File: config.mk
export PLATFORM = sky130hd
export DESIGN_NAME = ibal_ram
export DESIGN_NICKNAME = d
export VERILOG_FILES = /design/src/ibal_ram.sv
export SDC_FILE = /design/constraint.sdc
export NUM_CORES = 1
export LEC_CHECK = 0
export ABC_AREA = 1
export BUFFER_PORTS_ARGS = -buffer_cell sky130_fd_sc_hd__buf_2
export CORE_MARGIN = 4
export CORE_UTILIZATION = 44
export DETAILED_ROUTE_END_ITERATION = 10
export GPL_TIMING_DRIVEN = 0
export PLACE_DENSITY_LB_ADDON = 0.2
export SETUP_SLACK_MARGIN = 0.5
export SYNTH_ARGS = -nofsm -noshare
export SYNTH_HDL_FRONTEND = slang
export SYNTH_SLANG_ARGS = --single-unit
File: constraint.sdc
create_clock -name clk -period 1.4 [get_ports clk]
set_input_delay 0.21 -clock clk [delete_from_list [all_inputs] [get_ports clk]]
set_output_delay 0.21 -clock clk [all_outputs]
set_load 0.05 [all_outputs]
File: src/ibal_ram.sv
// Generic simple dual-port RAM: one write port, one registered read port.
// No dependencies.
`timescale 1ns / 1ps
`default_nettype none
module ibal_ram #(
  parameter int WIDTH = 8,
  parameter int DEPTH = 16
) (
  input  wire logic                     clk,
  input  wire logic                     we,
  input  wire logic [$clog2(DEPTH)-1:0] waddr,
  input  wire logic [WIDTH-1:0]         wdata,
  input  wire logic [$clog2(DEPTH)-1:0] raddr,
  output logic      [WIDTH-1:0]         rdata
);
  logic [WIDTH-1:0] mem [DEPTH];

  always_ff @(posedge clk) begin
    if (we) begin
      mem[waddr] <= wdata;
    end
    rdata <= mem[raddr];
  end
endmodule
`default_nettype wire

==> results.sh <==
export IMPL_top_usage_layer="met2"
export IMPL_path_clk_slew_ns=0.05
export IMPL_worst_setup_path_end_kind="output port"
export IMPL_tns_ns=0
export IMPL_die_area_um2=15000
export IMPL_grt_pass1_vias=3802
export IMPL_max_freq_mhz=903
export IMPL_post_drt_via_cell_ratio=4.93
export IMPL_die_h_um=122
export IMPL_yosysUniqueCellTypes=12
export IMPL_drive_gt1_frac=0.307
export IMPL_pin_count=26
export IMPL_cts_sinks=136
export IMPL_fin_crit_sh=0.791
export IMPL_cellLeakagePower_nw=3.11
export IMPL_rsz0062_at_grt="true"
export IMPL_worstPathRequired_ns=1.19
export IMPL_cts_tree="done"
export IMPL_core_area_um2=12700
export IMPL_crit_type="reg -> out"
export IMPL_areaGrowthSynthToFinish_pct=27.8
export IMPL_dpl_worst_slack_ns=-0.234
export IMPL_track_usage=0.205
export IMPL_startpoint="rdata[0]$_DFF_P_"
export IMPL_combinationalPowerShare=0.090
export IMPL_critPathTopFamily="flip-flops"
export IMPL_fin_ws_ns=0.293
export IMPL_cts_hold_buf=0
export IMPL_power_frac_seq=0.471
export IMPL_max_cap_viol_count=0
export IMPL_io_buffers=22
export IMPL_crit_slowest_cell="dfxtp_2"
export IMPL_tightest_slew_ns=0.405
export IMPL_start_kind="register"
export IMPL_finalSetupViolCount=0
export IMPL_final_core_util=0.579
export IMPL_antenna_found_initial=0
export IMPL_rrSetupSlack_ns=0.43
export IMPL_met3_usage=0.0438
export IMPL_drt_iter0_markers=283
export IMPL_hold_viol_final=0
export IMPL_dp_hpwl_mm=9.22
export IMPL_final_antenna_net_count=0
export IMPL_synth_yosys_seq_area_share=0.694
export IMPL_worstReg2RegStart="mem[8][2]$_DFFE_PP_"
export IMPL_grt_pass1_wl_mm=21.9
export IMPL_yosysTopAreaCellShare=0.667
export IMPL_cp_cell_sequence="buf_6"
export IMPL_yosysWarningCount=0
export IMPL_cts_buffers=17
export IMPL_post_dp_cell_area_um2=6230
export IMPL_slew_viol_final=0
export IMPL_cp_data_arrival_time_ns=0.90
export IMPL_gr_usage_met2=0.322
export IMPL_avgSynthCellArea_um2=10.5
export IMPL_cts_root_buffer="clkbuf_16"
export IMPL_rows=41
export IMPL_cp_depth=1
export IMPL_post_synth_top_area_cell="edfxtp_1"
export IMPL_hp_class="in -> reg"
export IMPL_crit_buf_inv=1
export IMPL_drt_wl_total_mm=14.1
export IMPL_clockBufferDepth=2
export IMPL_swShare=0.227
export IMPL_power_share_clock=0.440
export IMPL_slew_headroom=0.729
export IMPL_run_status="finished, final reports clean"
export IMPL_p_sw_mw=2.22
export IMPL_htreeDepth=4
export IMPL_hold_depth=4
export IMPL_via_count=3872
export IMPL_r2r_end="rdata[2]$_DFF_P_"
export IMPL_use_met1=0.269
export IMPL_intPower_mw=7.54
export IMPL_synth_area_um2=5770
export IMPL_wire_per_inst_um=18.0
export IMPL_min_period_ns=1.11
export IMPL_whs_ns=0.209
export IMPL_syn_nets=569
export IMPL_grt_overflow_total=0
export IMPL_synth_area_top_cells="edfxtp_1 (67%), nand2_1 (11%), nand3_1 (8.4%)"
export IMPL_num_nets_final=618
export IMPL_ir_worst_vdd_v=0.000642
export IMPL_r2r_cells=6
export IMPL_antenna_cells=0
export IMPL_die_w_um=122
export IMPL_start_util=0.453
export IMPL_routabilityCongestion=0.842
export IMPL_setup_worst_path_end="rdata[0]"
export IMPL_stdcell_area_um2=7370
export IMPL_power_density_nw_per_um2=1320
export IMPL_synth_seq_cells=136
export IMPL_drc_errors=0
export IMPL_path_max_fanout=1
export IMPL_critPathMaxStageDelay_ns=0.33
export IMPL_clkLatencyLatePin_ns=0.42
export IMPL_worst_clock_skew_ns=0.00832
export IMPL_worstHoldStart="raddr[2]"
export IMPL_grt_max_degree=17
export IMPL_syn_inst=551
export IMPL_first_pass_iters=6
==> final cells by class <==
cell class                 count  area (um2)
fill                        1077        5350
multi-input combinational    289        1700
buffer                        24         173
clock inverter                 9         101
tap                          172         215
clock buffer                  23         468
sequential                   136        4010
timing repair buffer          30         312
inverter                     102         390
==> cell usage in the layout, fill, tap and decap left out <==
master / instances
nand2_1: 157
edfxtp_1: 128
inv_1: 95
nand3_2: 57
nand3_1: 39
buf_2: 22
nor2_4: 17
clkbuf_16: 17
nand2_2: 12
buf_6: 9
buf_4: 9
dfxtp_2: 8
buf_8: 7
inv_2: 5
clkinv_2: 5
nand2_4: 4
clkbuf_1: 4
buf_12: 4
clkinvlp_4: 3
nand3b_1: 2
clkbuf_8: 2
bufinv_16: 2
clkbuf_4: 2
clkbuf_2: 1
nand3_4: 1
clkinv_4: 1
==> what timing repair did <==
action	in CTS	in global routing
pin swaps	26	33
gates resized for setup	67	49
buffers inserted	7	1
endpoints found under the setup margin	80	35
==> sequential cells by signal, summed over array words and instances, names as in the netlist <==
signal / flops
mem: 128
rdata: 8
==> power groups by stage <==
stage | logic (mW) | registers [mW] | clock network, mW
floorplan | 0.351 | 4.75 | 0
global placement | 0.705 | 4.66 | 0
detailed placement | 0.716 | 4.66 | 0
CTS | 0.820 | 4.59 | 4.33
global route | 0.938 | 4.60 | 4.53
finish | 0.876 | 4.59 | 4.29
==> stage by stage <==
stage,cells,power [mW]
after floorplan,551,5.10
after global placement,745,5.36
after detailed placement,745,5.38
after CTS,784,9.74
after global routing,785,10.1
final,785,9.76
==> logic make-up (layout without fill, tap and decap cells) <==
logic type,Yosys count,count (layout),synth area share
flops,136,136,0.694
buf+inv,126,188,0.0952
simple gates,289,289,0.210
==> Yosys cell counts (all sizes together) <==
cell / instances
dfxtp: 8
buf: 24
nand2: 173
nand3: 97
nor2: 17
nand3b: 2
inv: 102
edfxtp: 128
==> worst min-delay path by stage <==
stage                               end
finish                 rdata[4]$_DFF_P_
global route           rdata[4]$_DFF_P_
CTS                    rdata[0]$_DFF_P_
detailed placement     rdata[0]$_DFF_P_
global placement    mem[0][4]$_DFFE_PP_
floorplan           mem[0][0]$_DFFE_PP_
==> routing by layer <==
metal  vias to the layer above  part of all wire
met5                         -                 0
met4                         0             0.036
met3                        30             0.062
met2                       134              0.47
met1                      1835              0.43
li1                       1873                 -
No activity file was read; power rests on OpenSTA's default activity.
