File: src/ibal_pkg.sv
// Shared types, constants and helpers for the inode block allocator.
// No dependencies; ibal_slots and inode_block_allocator refer to this package.
`timescale 1ns / 1ps
`default_nettype none
package ibal_pkg;

  localparam int BLOCKS      = 1024;
  localparam int SLOTS       = 10;
  localparam int BLOCK_BYTES = 512;
  localparam int BLOCK_SHIFT = $clog2(BLOCK_BYTES);
  localparam int BLK_AW      = $clog2(BLOCKS);
  localparam int CNT_W       = BLK_AW + 1;
  localparam int SLOT_W      = 4;
  localparam int FB_W        = 20;
  localparam int ENTRY_W     = 1 + SLOT_W;

  localparam logic [2:0] ACT_CREATE = 3'd0;
  localparam logic [2:0] ACT_DELETE = 3'd1;
  localparam logic [2:0] ACT_FREE   = 3'd2;
  localparam logic [2:0] ACT_READ   = 3'd3;
  localparam logic [2:0] ACT_LOOKUP = 3'd4;

  localparam logic [1:0] ST_OK        = 2'd0;
  localparam logic [1:0] ST_NO_SPACE  = 2'd1;
  localparam logic [1:0] ST_TABLE_FUL = 2'd2;
  localparam logic [1:0] ST_NOT_FOUND = 2'd3;

  typedef struct packed {
    logic [2:0]  action;
    logic [63:0] name_low;
    logic [23:0] name_high;
    logic [19:0] size_bytes;
    logic [9:0]  block_index;
  } req_t;

  typedef struct packed {
    logic [1:0]      status;
    logic [3:0]      slot;
    logic [10:0]     block_count;
    logic [FB_W-1:0] free_bytes;
    logic            block_used;
    logic [3:0]      block_owner;
  } rsp_t;

  typedef struct packed {
    logic              set;
    logic              clr;
    logic [SLOT_W-1:0] idx;
    logic [63:0]       name_low;
    logic [23:0]       name_high;
  } slot_cmd_t;

  typedef struct packed {
    logic              free_found;
    logic [SLOT_W-1:0] free_idx;
    logic              match_found;
    logic [SLOT_W-1:0] match_idx;
  } slot_stat_t;

  typedef enum logic [2:0] {
    S_CLEAR, S_IDLE, S_DISPATCH, S_COUNT, S_ALLOC, S_DELETE, S_READ, S_DONE
  } state_t;

  // Zero every name byte after the first zero byte.
  function automatic logic [87:0] norm_name(input logic [87:0] nm);
    logic [87:0] r;
    logic        ended;
    begin
      r = nm;
      ended = 1'b0;
      for (int i = 0; i < 11; i++) begin
        if (ended) begin
          r[8*i +: 8] = 8'd0;
        end else if (nm[8*i +: 8] == 8'd0) begin
          ended = 1'b1;
        end
      end
      return r;
    end
  endfunction

endpackage
`default_nettype wire

File: src/ibal_slots.sv
// File slot table: valid bits, stored names, lowest free slot and name match.
// Depends on ibal_pkg.
`timescale 1ns / 1ps
`default_nettype none
module ibal_slots (
  input  wire logic               clk,
  input  wire logic               rst,
  input  wire ibal_pkg::slot_cmd_t cmd,
  input  wire logic [63:0]        key_low,
  input  wire logic [23:0]        key_high,
  output ibal_pkg::slot_stat_t    stat
);
  logic [ibal_pkg::SLOTS-1:0] valid;
  logic [63:0] name_low  [ibal_pkg::SLOTS];
  logic [23:0] name_high [ibal_pkg::SLOTS];

  always_ff @(posedge clk) begin
    if (rst) begin
      valid <= '0;
    end else if (cmd.set) begin
      valid[cmd.idx] <= 1'b1;
    end else if (cmd.clr) begin
      valid[cmd.idx] <= 1'b0;
    end
  end

  always_ff @(posedge clk) begin
    if (cmd.set) begin
      name_low[cmd.idx]  <= cmd.name_low;
      name_high[cmd.idx] <= cmd.name_high;
    end
  end

  // Priority searches from the highest slot down so the lowest one wins.
  always_comb begin
    stat = '0;
    for (int s = ibal_pkg::SLOTS - 1; s >= 0; s--) begin
      if (!valid[s]) begin
        stat.free_found = 1'b1;
        stat.free_idx   = ibal_pkg::SLOT_W'(s);
      end
      if (valid[s] && name_low[s] == key_low && name_high[s] == key_high) begin
        stat.match_found = 1'b1;
        stat.match_idx   = ibal_pkg::SLOT_W'(s);
      end
    end
  end
endmodule
`default_nettype wire

File: config.mk
export PLATFORM = sky130hd
export DESIGN_NAME = ibal_slots
export DESIGN_NICKNAME = d
export VERILOG_FILES = /design/src/ibal_pkg.sv /design/src/ibal_slots.sv
export SDC_FILE = /design/constraint.sdc
export NUM_CORES = 1
export LEC_CHECK = 0
export ABC_AREA = 0
export BUFFER_PORTS_ARGS = -buffer_cell sky130_fd_sc_hd__buf_2
export CAP_MARGIN = 40
export CORE_MARGIN = 2
export CORE_UTILIZATION = 25
export DETAILED_ROUTE_END_ITERATION = 10
export PLACE_DENSITY = 0.48
export RECOVER_POWER = 50
export SETUP_SLACK_MARGIN = 0.2
export SLEW_MARGIN = 20
export SYNTH_ARGS = -nofsm -noshare
export SYNTH_HDL_FRONTEND = slang
export SYNTH_SLANG_ARGS = --single-unit
File: constraint.sdc
create_clock -name clk -period 17.4 [get_ports clk]
set_input_delay 0.87 -clock clk [delete_from_list [all_inputs] [get_ports clk]]
set_output_delay 0.87 -clock clk [all_outputs]
set_load 0.02 [all_outputs]
==> results.md <==
- Hpwl dp: 159 mm
- Multi-input logic area: 0.00986 sq mm
- TritonCTS clock tree: built
- Violated checks: capacitance limit, slew limit
- Via/cell ratio: 5.41
- Fraction of the cycle the final worst path needs: 0.358
- Total GRT Usage: 0.286
- Cell variety after synth: 56
- FF+latch area: 0.0266 sq mm
- Core area: 0.149 sq mm
- Unrepaired setup endpoints after global routing: no
- H-Tree Depth: 3
- Syn_nets: 2,616
- Total Power: 5.02 mW
- Sequential share of the synthesized area: 0.710
- CTS root buffer: clkbuf_16
- Die Y-Extent: 391 um
- # Post-CTS Setup Buffers: 0
- Drt initial violations: 4,862
- Clock Latency Late Sink: 0.75 ns
- Placed instance area: 0.0412 sq mm
- Switch Pwr: 1.34 mW
- Slowest CP cell: nor4_1
- Final instance area: 0.0444 sq mm
- Slowest stage delay, CP: 0.83 ns
- Most frequent cell after synthesis: edfxtp_1
- Row cnt: 142
- Hold-fix buffers, CTS: 0
- Routability Congestion: 1.03
- EDFF count, synth: 880
- Clk pwr share: 0.425
- Largest net degree at the start of global routing: 52
- Combinational power share: 0.091
- Cell Pwr Density: 113 mW/mm^2
- Antenna-violating nets left: 0
- Async SR Flop Fraction: 0
- Worst path arrival time: 5.36 ns
- CP endpoint kind: primary output
- IO buf count: 193
- Layout Area Growth over Synthesis: 18.3%
- Sw frac: 0.268
- Min Tclk post-route: 6.23 ns
- Die area: 0.153 sq mm
- Setup ws final: 11.17 ns
- Worst Skew: 0 ns
- Sequential Power Share: 0.483
- Main area contributors after synthesis: edfxtp_1 (70%), xnor2_1 (7.0%), xor2_1 (5.9%)
- Worst-path cell chain: buf_2, xnor2_1, nand4_1, nor4_1, nand4_1, or4_4, nor4_4, nor2_1, a21oi_1, buf_4, buf_2
- Via Count: 26,000
- Layout fillers: 15,000
- Chip width: 391 um
- # setup viols final: 0
- Total CTS buffers: 102
- Final WL: 222 mm
- Final hold viol count: 0
- Post-Syn Area: 0.0375 sq mm
- Fmax achieved: 160 MHz
- Max FO, Critical Path: 7
- Relative slew slack: -0.404
- Critical path class: primary input to primary output
- I/O pin total: 194
- CTS clk-pin slew, worst paths: 0.06 ns
- Quantity of gates resized following cts: 0
- First-pass DRT Iterations: 6
- Largest area contributor in the netlist: edfxtp_1
- Total internal power: 3.68 mW
- Setup TNS: 0 ns
- Grt ovf: 0
- Clock sinks: 890
- Outcome: finished with violations
- Worst slew pin tran: 2.11 ns
- Startpoint types: primary input
- # DRC: 0
- Top FF cell, synth: edfxtp_1
- Max clock buf depth: 3
- First-pass GRT wire length: 277 mm
- Drt wl/cell: 46.1 um
- Share of layout cells above drive strength 1: 0.142
- Peak VDD IR: 80.5 uV
- Final Max Slew Viols: 283
- Syn Area/Cell: 15.4 sq um
- Yosys warns: 0
- Max-cap check violation count: 25
- Top cells by count, synth: edfxtp_1 (880), xnor2_1 (299), xor2_1 (251)
- Yosys reg bits: 890
- Syn Inst Count: 2,432
- Yosys top cell area share: 0.705
- Final nets: 2,885
- Starting Density: 0.251
- Vias in the first global route: 24,000
- Setup WS pre-CTS: 11.38 ns
- Req. time, crit path: 16.53 ns
- Initial antenna violation count: 48
- Leak: 14.0 nW
- Worst min path class: primary input to register
[final timing paths]
check / depth (start not counted) / start / slack (ns) / endpoint
max: 11 / key_low[15] / 11.17 / stat[1]
min reg2reg: 2 / register / 0.52 / register
min: 2 / rst / 0.43 / register
max reg2reg: 2 / register / 16.21 / register
[power by group through the flow]
| stage | sequential (mW) | combinational, mW | clock (mW) |
|---|---|---|---|
| final | 2.43 | 0.458 | 2.14 |
| after global routing | 2.43 | 0.455 | 2.22 |
| after CTS | 2.43 | 0.453 | 2.16 |
| after detailed placement | 2.47 | 0.451 | 0 |
| after global placement | 2.47 | 0.452 | 0 |
| after floorplan | 2.46 | 0.163 | 0 |
[area by class of cell]
class / count / area share
Multi-Input combinational cell: 1279 / 0.222
Tap cell: 2016 / 0.0568
Timing Repair Buffer: 260 / 0.0339
Inverter: 168 / 0.0147
Antenna cell: 11 / 0.000620
Clock inverter: 59 / 0.0125
Sequential cell: 890 / 0.600
Clock buffer: 122 / 0.0592
[registers in the layout, summed over array words and instances (netlist names), named ones only]
name,cells
name_high,240
name_low,640
[worst max-delay path: cells and delay by family]
family                 cells  cell delay [ns]
AO/OA/AOI/OAI              1             0.16
XOR/XNOR                   1             0.76
buffers and inverters      3             0.66
AND/OR/NAND/NOR            6             2.86
[logic make-up after synthesis]
| family | count (synthesis) | synth area share |
|---|---|---|
| flops | 890 | 0.710 |
| xor+xnor | 550 | 0.128 |
| simple gates | 384 | 0.0613 |
| compound gates | 345 | 0.0702 |
| buf+inv | 263 | 0.0298 |
[per-layer routing]
layer	wire length, um	global-route usage	share of wire
met1	88900	0.380	0.40
met2	96600	0.432	0.44
met3	21500	0.0625	0.097
met4	14500	0.157	0.066
met5	69	0	0.00031
[through the flow]
| step | utilization | instances | hold WS, ns |
|---|---|---|---|
| after floorplan | - | 2432 | 0.481 |
| after global placement | 0.274 | 4588 | 0.505 |
| after detailed placement | 0.276 | 4609 | 0.509 |
| after CTS | 0.297 | 4790 | 0.380 |
| after global routing | 0.297 | 4795 | 0.426 |
| final | 0.297 | 4805 | 0.431 |
[cell usage in the layout (no fill, tap or decap), types with 15 or more instances in the layout]
cell type,count
nor3_1,17
nor2b_1,26
a22oi_1,29
xor2_1,251
o221ai_1,15
clkbuf_16,102
xnor2_1,299
buf_4,47
a221oi_1,66
o21ai_0,16
clkbuf_1,110
nand3_1,20
clkinv_1,22
o22ai_1,98
a22o_1,21
nor4_1,78
inv_1,107
nand2_1,25
clkinv_2,20
o2bb2ai_1,37
nor4_2,16
nand4_1,113
nand2b_1,31
buf_2,107
edfxtp_1,880
inv_2,52
nor2_1,24
(Power assumes the default switching activity.)
